`src/radix2_fft_butterfly_stage_defines.svh`:
```
// ----------------------------------------------------------------------------
// radix2_fft_butterfly_stage_defines
// Assertion macros used by the butterfly pipeline RTL.
// ----------------------------------------------------------------------------
`ifndef RADIX2_FFT_BUTTERFLY_STAGE_DEFINES_SVH
`define RADIX2_FFT_BUTTERFLY_STAGE_DEFINES_SVH

`ifndef SYNTHESIS

// Same-cycle implication
`define R2FFT_ASSERT_IMPLY(label, clk, rst_n, ante, cons) \
    label: assert property (@(posedge clk) disable iff (!rst_n) (ante) |-> (cons)) \
        else $error("r2fft assertion failed");

// Next-cycle implication
`define R2FFT_ASSERT_NEXT(label, clk, rst_n, ante, cons) \
    label: assert property (@(posedge clk) disable iff (!rst_n) (ante) |=> (cons)) \
        else $error("r2fft assertion failed");

`else

`define R2FFT_ASSERT_IMPLY(label, clk, rst_n, ante, cons)

`define R2FFT_ASSERT_NEXT(label, clk, rst_n, ante, cons)

`endif

`endif

```
`src/r2fft_pkg.sv`:
```
// ----------------------------------------------------------------------------
// r2fft_pkg
// Shared types and codes for the radix-2 butterfly stage.
// ----------------------------------------------------------------------------
`default_nettype none

package r2fft_pkg;

    // Stage modes
    localparam logic [1:0] MODE_FIRST_CPLX = 2'd0;
    localparam logic [1:0] MODE_FIRST_REAL = 2'd1;
    localparam logic [1:0] MODE_MIDDLE     = 2'd2;

    // Item commands
    localparam logic CMD_TW_WRITE = 1'b0;
    localparam logic CMD_BFLY     = 1'b1;

    // Register indexes (word address)
    localparam logic [1:0] REG_STAGE_MODE       = 2'd0;
    localparam logic [1:0] REG_LOG2_SIGNAL_LEN  = 2'd1;
    localparam logic [1:0] REG_LOG2_WARP_LEN    = 2'd2;
    localparam logic [1:0] REG_LOG2_STORE_PITCH = 2'd3;

    // Twiddle memory geometry
    localparam int TW_DEPTH = 512;
    localparam int TW_AW    = 9;

    // Maximum transform length; destination addresses wrap at this size
    localparam int MAX_LEN = 1024;

    // Wide enough for any address expression before wrapping
    localparam int CALC_W = 26;

    // Register file contents
    typedef struct packed {
        logic [1:0] stage_mode;
        logic [3:0] log2_signal_len;
        logic [3:0] log2_warp_len;
        logic [3:0] log2_store_pitch;
    } t_cfg;

endpackage

`default_nettype wire

```
`src/r2fft_cfg_regs.sv`:
```
// ----------------------------------------------------------------------------
// r2fft_cfg_regs
// APB register file for stage mode and log2 size settings.
// ----------------------------------------------------------------------------
`default_nettype none

module r2fft_cfg_regs (
    input  wire logic              i_clk,
    input  wire logic              i_rst_n,
    input  wire logic              psel,
    input  wire logic              penable,
    input  wire logic              pwrite,
    input  wire logic [3:0]        paddr,
    input  wire logic [31:0]       pwdata,
    output logic      [31:0]       prdata,
    output logic                   pready,
    output r2fft_pkg::t_cfg        o_cfg
);

    r2fft_pkg::t_cfg r_cfg;
    logic            wr_en;
    logic [1:0]      reg_idx;

    assign pready  = 1'b1;
    assign wr_en   = psel && penable && pwrite && pready;
    assign reg_idx = paddr[3:2];

    // Register writes
    always_ff @(posedge i_clk) begin
        if (!i_rst_n) begin
            r_cfg.stage_mode       <= r2fft_pkg::MODE_FIRST_CPLX;
            r_cfg.log2_signal_len  <= 4'd10;
            r_cfg.log2_warp_len    <= 4'd1;
            r_cfg.log2_store_pitch <= 4'd0;
        end else if (wr_en) begin
            unique case (reg_idx)
                r2fft_pkg::REG_STAGE_MODE:       r_cfg.stage_mode       <= pwdata[1:0];
                r2fft_pkg::REG_LOG2_SIGNAL_LEN:  r_cfg.log2_signal_len  <= pwdata[3:0];
                r2fft_pkg::REG_LOG2_WARP_LEN:    r_cfg.log2_warp_len    <= pwdata[3:0];
                r2fft_pkg::REG_LOG2_STORE_PITCH: r_cfg.log2_store_pitch <= pwdata[3:0];
                default:                         r_cfg                  <= r_cfg;
            endcase
        end
    end

    // Readback
    always_comb begin
        unique case (reg_idx)
            r2fft_pkg::REG_STAGE_MODE:       prdata = {30'd0, r_cfg.stage_mode};
            r2fft_pkg::REG_LOG2_SIGNAL_LEN:  prdata = {28'd0, r_cfg.log2_signal_len};
            r2fft_pkg::REG_LOG2_WARP_LEN:    prdata = {28'd0, r_cfg.log2_warp_len};
            r2fft_pkg::REG_LOG2_STORE_PITCH: prdata = {28'd0, r_cfg.log2_store_pitch};
            default:                         prdata = 32'd0;
        endcase
    end

    assign o_cfg = r_cfg;

endmodule

`default_nettype wire

```
`config.mk`:
```
export PLATFORM = sky130hd
export DESIGN_NAME = r2fft_cfg_regs
export DESIGN_NICKNAME = d
export VERILOG_FILES = /design/src/radix2_fft_butterfly_stage_defines.svh /design/src/r2fft_pkg.sv /design/src/r2fft_cfg_regs.sv
export SDC_FILE = /design/constraint.sdc
export NUM_CORES = 1
export LEC_CHECK = 0
export ABC_AREA = 1
export BUFFER_PORTS_ARGS = -buffer_cell sky130_fd_sc_hd__buf_2
export CELL_PAD_IN_SITES_DETAIL_PLACEMENT = 0
export CELL_PAD_IN_SITES_GLOBAL_PLACEMENT = 1
export CORE_MARGIN = 1
export CORE_UTILIZATION = 24
export DETAILED_ROUTE_END_ITERATION = 8
export MAX_ROUTING_LAYER = met4
export PLACE_DENSITY_LB_ADDON = 0.1
export SLEW_MARGIN = 0
export SYNTH_ARGS = -nofsm -noshare
export SYNTH_HDL_FRONTEND = slang
export SYNTH_SLANG_ARGS = --single-unit
```
`constraint.sdc`:
```
create_clock -name i_clk -period 2.8 [get_ports i_clk]
set_input_delay 0.84 -clock i_clk [delete_from_list [all_inputs] [get_ports i_clk]]
set_output_delay 0.84 -clock i_clk [all_outputs]
set_load 0.03 [all_outputs]
```
==> results.md, run 1 <==
- Syn Area/Cell: 6.61 um2
- Clk_lat worst skew: around 0.24 ns
- First-pass GRT wire length: ~3300 um
- Number of diodes: 0
- Fin crit share: between 80% and 90%
- Fin. max-slew vios: 0
- Worst path depth: 6
- Die height: ~64 um
- Crit-path max FO: 7
- Buf+Inv Stages, Crit Path: 3
- CP endpoint: prdata[0]
- Post-DP HPWL: approximately 1700 um
- Syn Inst Count: 141
- Port Buf Inserts: 28
- Req. time, crit path: 1.96 ns
- Fin crit period: 2.49 ns
- Ys Warns: 0
- First drt pass iteration count: 4
- Max Fclk: 0.401 GHz
- Final hold vios: 0
- FF+latch count, synth: 14
- Postcts setup bufs: 0
- Placed inst area: approximately 0.0010 mm2
- CP Launch Point: paddr[2]
- Via Count: around 840
- Startpoint type of the worst setup path: primary input
- Hold Buf Count CTS: 0
- Layout cells sized above 1: between 20 and 30%
- Fillers: approximately 440
- HP Class: flip-flop to flip-flop
- Max incr delay on CP: 0.20 ns
- Io pins: 88
- Aggregate routed wire length: 2140 um
- Reg2reg setup slack: between 2 and 2.5 ns
- GRT overflow: 0
- Clock buffer count from CTS: 3
- Clk buf depth: 2
- Die W: 64.3 um
- Initial core utilization: about a quarter
- H-tree levels: 1
- Post-Route Utilization: 28.6%
- Arrival time worst endpoint: between 1.5 and 2 ns
- Synth cell types: 14
- Mapped Area: about 930 um2
- Slowest stage cell, crit path: buf_2
- CP cell instances: buf_2, inv_2, nor2_4, nand2_1, nand4_1, buf_2
- Register-to-Register Path Depth: 2
- R2R Path End: o_cfg[4]
- Post-route cell area: about 0.0011 mm2
- RSZ-0062 raised after global routing: no
- Type of the worst setup path: primary input to output port
- CTS tree: done
- CTS resizes: 0
- R2r startpoint: o_cfg[4]
- 1st-iter DRT viols: 23
- Largest net degree at the start of global routing: 15
- Worst clock skew: 0 ns
- Clock-pin slew on the worst setup and hold paths: ~0.06 ns
- Final #Nets: 212
- Via/cell ratio: between 3 and 4
- Core area: ~0.0037 mm2
- PwrDens: ~470 mW/mm2
- Tot GR Track Use: around 11%
- DIE AREA: a little over 0.004 mm2
- Row Count: 22
- Area Overhead vs Synth: 13.0%
- Initial antenna violation count: 0
- Outcome: finished, final reports clean
- Crit. End Element: output port
- CTS Sinks: 14
- Vias in the first global route: 700
- Seq/Total Area, Yosys: about 30%
- Final count of negative-setup-slack endpoints: 0
- Crit path top cell by count: buf_2
- Post-route ant nets: 0
- Top delay family on crit path: buffers and inverters
- Gpl congestion: 0.715
- Commonest non-fill, non-tap cell in the layout: nand2_1
- Hold_sp: o_cfg[11]
- Max IR drop VDD: about 300 uV
- Most frequent cells in the layout: nand2_1, conb_1, buf_2, nor2_1, nand3_1
- Largest register FFs: 14
- P_leak: 0.552 nW
- Post-DR wirelength/cell: 9.87 um
- Total Negative Setup Slacks: 0 ns
- Drt drc: 0
- Max-cap violations: 0
- CTS Root Cell: clkbuf_8
[through the flow]
step	power, mW	cells	worst slack [ns]	hold WS [ns]
global placement	0.335	214	0.288	0.471
global route	0.527	217	0.231	0.525
finish	0.500	217	0.307	0.491
floorplan	0.340	168	0.602	0.601
CTS	0.508	217	0.294	0.492
detailed placement	0.335	214	0.296	0.482
[routing by layer]
metal	global-route usage (%)	up-vias	wire length, um
met5	-	-	0
met4	2.50	0	11
li1	-	435	-
met3	4.11	2	160
met1	14.1	364	1060
met2	15.5	37	913
[worst reg2reg max path, cell delays in order (launching register included)]
cell and delay [ns]:
dfxtp_1 0.32, o21ai_0 0.08, nand3_1 0.09
[cell usage after synthesis, drive strengths merged]
| cell type | number | area, um2 |
|---|---|---|
| buf | 30 | 225 |
| clkbuf | 1 | 3.75 |
| conb | 2 | 7.51 |
| dfxtp | 14 | 280 |
| inv | 8 | 30.0 |
| nand2 | 36 | 143 |
| nand3 | 17 | 85.1 |
| nand4 | 2 | 12.5 |
| nor2 | 30 | 140 |
| o21ai | 1 | 5.00 |
[kinds of logic (layout without fill, tap and decap cells)]
group	count (synthesis)	count (layout)	share of synthesized area (%)
flip-flops	14	14	30.1
buffers and inverters	39	40	27.8
AO/OA/AOI/OAI	1	1	0.536
AND/OR/NAND/NOR	85	85	40.8
other	2	29	0.806
[layout make-up]
type                       instances  area [um2]  area share (%)
multi-input combinational        115         494            46.9
sequential                        14         280            26.6
timing repair buffer              29         148            14.0
tap                               48        60.1            5.70
clock buffer                       3        41.3            3.92
inverter                           8        30.0            2.85
[worst min-delay path by stage]
stage,to,cells past startpoint
6_report,o_cfg[11],2
5_1_grt,o_cfg[3],2
4_1_cts,o_cfg[11],2
3_5_place_dp,o_cfg[11],2
3_3_place_gp,o_cfg[9],2
2_1_floorplan,o_cfg[11],2
[where the power goes]
part / total [mW] / switching (mW) / internal, mW
clock network: 0.169 / 0.0743 / 0.0952
registers: 0.207 / 0.00331 / 0.204
logic: 0.123 / 0.102 / 0.0218
total: 0.500 / 0.179 / 0.321
Power figures use the tool's default switching activity.
==> run 2: changes to the inputs <==
--- a/config.mk
+++ b/config.mk
@@ -8,8 +8,8 @@
 export ABC_AREA = 1
 export BUFFER_PORTS_ARGS = -buffer_cell sky130_fd_sc_hd__buf_2
-export CELL_PAD_IN_SITES_DETAIL_PLACEMENT = 0
-export CELL_PAD_IN_SITES_GLOBAL_PLACEMENT = 1
+export CELL_PAD_IN_SITES_DETAIL_PLACEMENT = 1
+export CELL_PAD_IN_SITES_GLOBAL_PLACEMENT = 2
 export CORE_MARGIN = 1
-export CORE_UTILIZATION = 24
+export CORE_UTILIZATION = 17
 export DETAILED_ROUTE_END_ITERATION = 8
 export MAX_ROUTING_LAYER = met4
==> constraint.sdc (replaced) <==
create_clock -name i_clk -period 2.8 [get_ports i_clk]
set_input_delay 0.14 -clock i_clk [delete_from_list [all_inputs] [get_ports i_clk]]
set_output_delay 0.14 -clock i_clk [all_outputs]
set_load 0.03 [all_outputs]
==> run 2 against run 1 <==
  * Clock power rose by 24%
  * Count of clock-buffer cells in the layout rose by 1
  * Critical path type is now flip-flop to output port
  * Largest power group is now clock
  * Final cell count rose by 10%
  * Final area rose by 3.2%
  * Largest cell class unchanged
  * Core utilization fell by 7.7 points
  * Global-route usage fell by 1.1 points
==> results.md, run 2 (synthesis results as in run 1) <==
- Worst Hold End: o_cfg[11]
- Reg2reg setup slack: 2.20 ns (about the same)
- First drt pass iteration count: 2 (-2)
- DIE AREA: 0.00578 mm2 (+40%)
- Top delay family on crit path: flip-flops
- Io pins: 88 (unchanged)
- R2R Path End: o_cfg[4]
- Max incr delay on CP: 0.37 ns (+0.17 ns)
- Postcts setup bufs: 0 (unchanged)
- H-tree levels: 1 (unchanged)
- Gpl congestion: 0.663 (-7.2%)
- CTS Root Cell: clkbuf_8
- Hold Buf Count CTS: 0 (unchanged)
- Crit. End Element: output port
- Register-to-Register Path Depth: 2 (unchanged)
- Req. time, crit path: 2.66 ns (+0.70 ns)
- Port Buf Inserts: 28 (unchanged)
- Startpoint type of the worst setup path: flip-flop
- CP cell instances: nand2_1, nand4_1, buf_2
- Clock-pin slew on the worst setup and hold paths: 0.06 ns (about the same)
- Worst-margin pin slew: 0.839 ns
- Clk buf depth: 2 (unchanged)
- Commonest non-fill, non-tap cell in the layout: nand2_1
- Vias in the first global route: 863 (+23%)
- Buf+Inv Stages, Crit Path: 1 (-2)
- Pre-CTS setup slack: 1.43 ns (+1.13 ns)
- Final #Nets: 211 (-0.47%)
- Initial antenna violation count: 0 (unchanged)
- Worst clock skew: 0 ns (unchanged)
- HP Class: primary input to flip-flop
- Post-route ant nets: 0 (unchanged)
- Post-DR wirelength/cell: 10.6 um (+7.2%)
- Clock buffer count from CTS: 3 (unchanged)
- P_leak: 0.554 nW (+0.34%)
- Slowest stage cell, crit path: dfxtp_1
- RSZ-0062 raised after global routing: no
- Post-DP HPWL: 2070 um (+21%)
- Tot GR Track Use: 9.67% (-1.1 points)
- Largest register FFs: 14 (unchanged)
- CTS tree: done
- CTS Sinks: 14 (unchanged)
- Final hold vios: 0 (unchanged)
- CTS resizes: 0 (unchanged)
- Outcome: finished, final reports clean
- Crit-path max FO: 3 (-4)
- Fin crit share: 40.3% (-49 points)
- Fillers: 687 (+58%)
- Via Count: 846 (+0.95%)
- Clk_lat worst skew: 0.25 ns (about the same)
- Setup WS post-layout: 1.67 ns (+1.37 ns)
- Final count of negative-setup-slack endpoints: 0 (unchanged)
- Fin crit period: 1.13 ns (-1.37 ns)
- Max Fclk: 0.887 GHz (+120%)
- Layout Cells excl Fill: 239 (+10%)
- Drt drc: 0 (unchanged)
- Via/cell ratio: 3.54 (-8.3%)
- Fin. max-slew vios: 0 (unchanged)
- Cells after DPL: 235 (+9.8%)
- Max IR drop VDD: 153 uV (-49%)
- Die height: 76.1 um (+18%)
- Number of diodes: 0 (unchanged)
- Aggregate routed wire length: 2530 um (+18%)
- R2r startpoint: o_cfg[4]
- Total power: 0.540 mW (+8.0%)
- First-pass GRT wire length: 4210 um (+28%)
- Most frequent cells in the layout: nand2_1, conb_1, buf_2, nor2_1, nand3_1
- Total Negative Setup Slacks: 0 ns (unchanged)
- Die W: 76.1 um (+18%)
- PwrDens: 497 mW/mm2 (+4.6%)
- Core area: 0.00520 mm2 (+41%)
- Arrival time worst endpoint: 0.99 ns (-0.66 ns)
- Initial core utilization: 17.9% (-7.4 points)
- Hold_sp: pwdata[3]
- Max-cap violations: 0 (unchanged)
- Layout cells sized above 1: 25.4% (unchanged)
- Hold depth: 3 (+1)
- Largest net degree at the start of global routing: 15 (unchanged)
- Row Count: 26 (+18%)
- Area Overhead vs Synth: 16.6%
- GRT overflow: 0 (unchanged)
- 1st-iter DRT viols: 30 (+30%)
- Type of the worst setup path: flip-flop to output port
- Post-Route Utilization: 20.9% (-7.7 points)
- Slew HR: between 40% and 50%
==> run 2: cell types whose count changed in the layout (fill, tap and decap cells not counted), sizes merged <==
cell	delta
clkbuf	+1
buf	-1
==> run 2: layout make-up <==
cell class | count | area (um2) | area share [%]
Clock buffer | 4 | 55.1 | 5.06
Inverter | 8 | 30.0 | 2.76
Multi-Input combinational cell | 115 | 494 | 45.5
Sequential cell | 14 | 280 | 25.8
Tap cell | 70 | 87.6 | 8.06
Timing Repair Buffer | 28 | 140 | 12.9
==> run 2: worst max path at each step <==
stage,cells after the start,start,endpoint,slack (ns)
after floorplan,2,o_cfg[0],prdata[0],1.79
after global placement,6,psel,o_cfg[12],1.40
after detailed placement,6,psel,o_cfg[3],1.43
after CTS,3,o_cfg[5],prdata[1],1.64
after global routing,3,o_cfg[1],prdata[1],1.57
final,3,o_cfg[1],prdata[1],1.67
==> run 2: worst register-to-register path, delay by kind of cell (launching register included) <==
| kind | cells | cell delay [ns] |
|---|---|---|
| AOI/OAI and AO/OA | 1 | 0.08 |
| DFF | 1 | 0.33 |
| and+or+nand+nor | 1 | 0.08 |
==> run 2: power breakdown <==
| part | leakage [nW] | switching (mW) | internal [mW] |
|---|---|---|---|
| combinational | 0.412 | 0.103 | 0.0211 |
| clock | 0.0288 | 0.0844 | 0.125 |
| sequential | 0.113 | 0.00331 | 0.204 |
| total | 0.554 | 0.190 | 0.349 |
==> run 2: metal layers <==
layer	wire length, um	GRT usage [%]
met5	0	-
met4	48	4.04
met3	144	2.28
met2	1120	15.0
met1	1220	12.0
==> run 2: stage by stage <==
step	hold WS (ns)	instance area [um2]
after floorplan	0.261	1030
after global placement	0.383	1030
after detailed placement	0.384	1030
after CTS	0.120	1090
after global routing	0.139	1090
final	0.121	1090
==> run 3: changes to the inputs <==
ABC_AREA = 0   (was 1)
CORE_UTILIZATION = 16   (was 17)
clock period = 0.92 ns   (was 2.8 ns; I/O delays follow)
==> run 3 against run 2 <==
  * The flow now finishes with violations (setup timing)
  * Count of clock-buffer cells in the layout down 1
  * Clock power increased by 140%
  * Sequential power grew to 2.9 times the previous value
  * Critical path type unchanged
  * Largest cell class unchanged
  * Core utilization is 2.7 points higher
  * Total power grew to 2.8 times the previous value
  * Final cell count down 11%
==> results.md, run 3 <==
- Outcome: complete, but fails checks
- Failing checks: setup timing
- Largest net degree at the start of global routing: 19 (+4)
- DIE AREA: 0.00614 mm2 (+6.2%)
- Post-synth EDFFs: 0 (unchanged)
- Final #Nets: 183 (-13%)
- Mapped Area: 933 um2 (+0.13%)
- Via/cell ratio: 3.38 (-4.5%)
- Crit-path max FO: 2 (-1)
- Initial antenna violation count: 0 (unchanged)
- Row Count: 27 (+3.8%)
- Placed inst area: 0.00118 mm2 (+15%)
- First drt pass iteration count: 4 (+2)
- Tot GR Track Use: 8.43% (-1.2 points)
- Fillers: 664 (-3.3%)
- Area contributors post-synth: dfxtp_1, buf_4, mux2i_1
- Vias in the first global route: 693 (-20%)
- WL met1: 1000 um (-18%)
- Aggregate routed wire length: 2380 um (-6.0%)
- Port Buf Inserts: 28 (unchanged)
- Ys Warns: 0 (unchanged)
- Top routing layer in use: met4
- FF+latch count, synth: 14 (unchanged)
- RSZ-0062 raised after global routing: yes
- CP Launch Point: o_cfg[1]
- Layout cells sized above 1: 52.1% (+27 points)
- Post-DR wirelength/cell: 11.2 um (+5.9%)
- Total power: 1.49 mW (+180%)
- Final count of negative-setup-slack endpoints: 4 (+4)
- Type of the worst setup path: flip-flop to output port
- Worst clock skew: 0 ns (unchanged)
- Fin crit share: 136%
- Setup WS post-layout: -0.332 ns (-2.01 ns)
- Drt drc: 0 (unchanged)
- Syn Inst Count: 99 (-30%)
- Clock buffer count from CTS: 3 (unchanged)
- CTS tree: done
- Startpoint type of the worst setup path: flip-flop
- R2r startpoint: o_cfg[4]
- Max-cap violations: 0 (unchanged)
- P_leak: 0.648 nW (+17%)
- Commonest non-fill, non-tap cell in the layout: conb_1
- HP Class: primary input to flip-flop
- Clk buf depth: 2 (unchanged)
- Req. time, crit path: 0.87 ns (-1.79 ns)
- Top-count cell post-synth: buf_4
- Clk_lat worst skew: 0.24 ns (about the same)
- Fin. max-slew vios: 0 (unchanged)
- First-pass GRT wire length: 3640 um (-14%)
- Max Fclk: 0.799 GHz
- WL met3: 163 um (+13%)
- CTS Root Cell: clkbuf_8
- Area Overhead vs Synth: 40.8%
- Hold Buf Count CTS: 0 (unchanged)
- 1st-iter DRT viols: 35 (+17%)
- Seq/Total Area, Yosys: 30.0% (-0.040 points)
- Post-synth top area share: 30.0% (-0.040 points)
- Final hold vios: 0 (unchanged)
- Via Count: 717 (-15%)
- Die height: 78.4 um (+3.1%)
- Slowest stage cell, crit path: mux4_2
- CP cell instances: mux4_2, buf_6
- Syn Area/Cell: 9.43 um2 (+43%)
- GRT overflow: 0 (unchanged)
- Arrival time worst endpoint: 1.21 ns (+0.22 ns)
- Routed length on met2: 1170 um (+4.9%)
- Largest register FFs: 14 (unchanged)
- Number of diodes: 0 (unchanged)
- Cell taking the most area after synthesis: dfxtp_1
- Core area: 0.00557 mm2 (+7.1%)
- Reg2reg setup slack: 0.12 ns (-2.08 ns)
- PwrDens: 1140 mW/mm2 (+130%)
- R2R Path End: o_cfg[4]
- Clock-pin slew on the worst setup and hold paths: 0.06 ns (about the same)
- Initial core utilization: 16.7% (-1.2 points)
- Crit. End Element: output port
- Post-synth top cells: buf_4, nand2_1, dfxtp_1, mux2i_1
- CTS Sinks: 14 (unchanged)
- Most frequent cells in the layout: conb_1, buf_4, nand2_1, buf_2, buf_6
- CP endpoint: prdata[1]
- Max IR drop VDD: 391 uV (+160%)
- Buf+Inv Stages, Crit Path: 1 (unchanged)
- Die W: 78.4 um (+3.1%)
- Post-route cell area: 0.00131 mm2 (+21%)
- Post-route ant nets: 0 (unchanged)
- Max incr delay on CP: 0.47 ns (+0.10 ns)
- Post-DP HPWL: 1900 um (-8.2%)
- H-tree levels: 1 (unchanged)
- Gpl congestion: 0.716 (+8.0%)
- Register-to-Register Path Depth: 2 (unchanged)
- Worst path depth: 2 (-1)
- Top delay family on crit path: multiplexers
- Synth cell types: 22 (+8)
- Io pins: 88 (unchanged)
- Fraction of registers with async set/reset: 0% (unchanged)
- Hold depth: 3 (unchanged)
- Fin crit period: roughly 1.3 ns
- Primary FF master, synth: dfxtp_1
run 3: cell count changes after synthesis, moves of 3 or more:
cell	previous run	this run
nor2_1	25	0
nand2_2	3	0
nand2_1	33	15
mux2i_1	0	11
nor2_4	3	0
buf_6	0	3
nand3_1	17	2
inv_2	3	0
run 3: area by class of cell:
cell class	instances	area, um2	area share (%)
multi-input cells	73	495	37.7
flip-flops and latches	14	310	23.6
repair buffers	47	365	27.8
well taps	72	90.1	6.86
clock buffers	3	41.3	3.14
inverters	3	11.3	0.857
run 3: per-layer routing:
metal  vias to the layer above  track usage (%)
li1                        349                -
met1                       325             9.70
met2                        39             13.5
met3                         4             2.09
met4                         0             4.44
met5                         -                -
run 3: cell families (layout without fill, tap and decap cells):
logic type	after synthesis	count (layout)	share of synthesized area [%]
other	2	29	0.805
AOI/OAI and AO/OA	5	5	4.42
DFF	14	14	30.0
and+or+nand+nor	24	24	15.3
muxes	15	15	19.0
buffers and inverters	39	53	30.4
run 3: worst register-to-register path, cell delays in order (launching register included):
cell	delay [ns]
dfxtp_2	0.32
buf_4	0.13
a211o_1	0.24
run 3: power breakdown:
| part | switching [mW] | internal [mW] |
|---|---|---|
| Clock | 0.213 | 0.290 |
| Sequential | 0.00497 | 0.601 |
| Combinational | 0.275 | 0.108 |
| Total | 0.493 | 0.999 |
run 3: worst min path at each step:
stage	from	to
floorplan	pwdata[3]	o_cfg[7]
global placement	pwdata[3]	o_cfg[11]
detailed placement	pwdata[1]	o_cfg[9]
CTS	pwdata[1]	o_cfg[9]
global route	pwdata[1]	o_cfg[9]
finish	pwdata[1]	o_cfg[9]
run 3: through the flow:
stage / setup slack, ns / util, % / hold WS (ns) / TNS, ns / instances
CTS: -0.348 / 23.1 / 0.0712 / -1.35 / 212
floorplan: -0.0671 / - / 0.197 / -0.160 / 126
finish: -0.332 / 23.6 / 0.0736 / -1.30 / 212
global route: -0.359 / 23.6 / 0.0802 / -1.42 / 212
global placement: -0.127 / 21.2 / 0.321 / -0.674 / 209
detailed placement: -0.138 / 21.2 / 0.329 / -0.769 / 209
run 3: repair_timing:
action                                  in CTS  in global routing
resized for setup                           20                 14
setup buffers                                0                  0
endpoints found under the setup margin      10                 11
endpoints found under the hold margin        0                  0
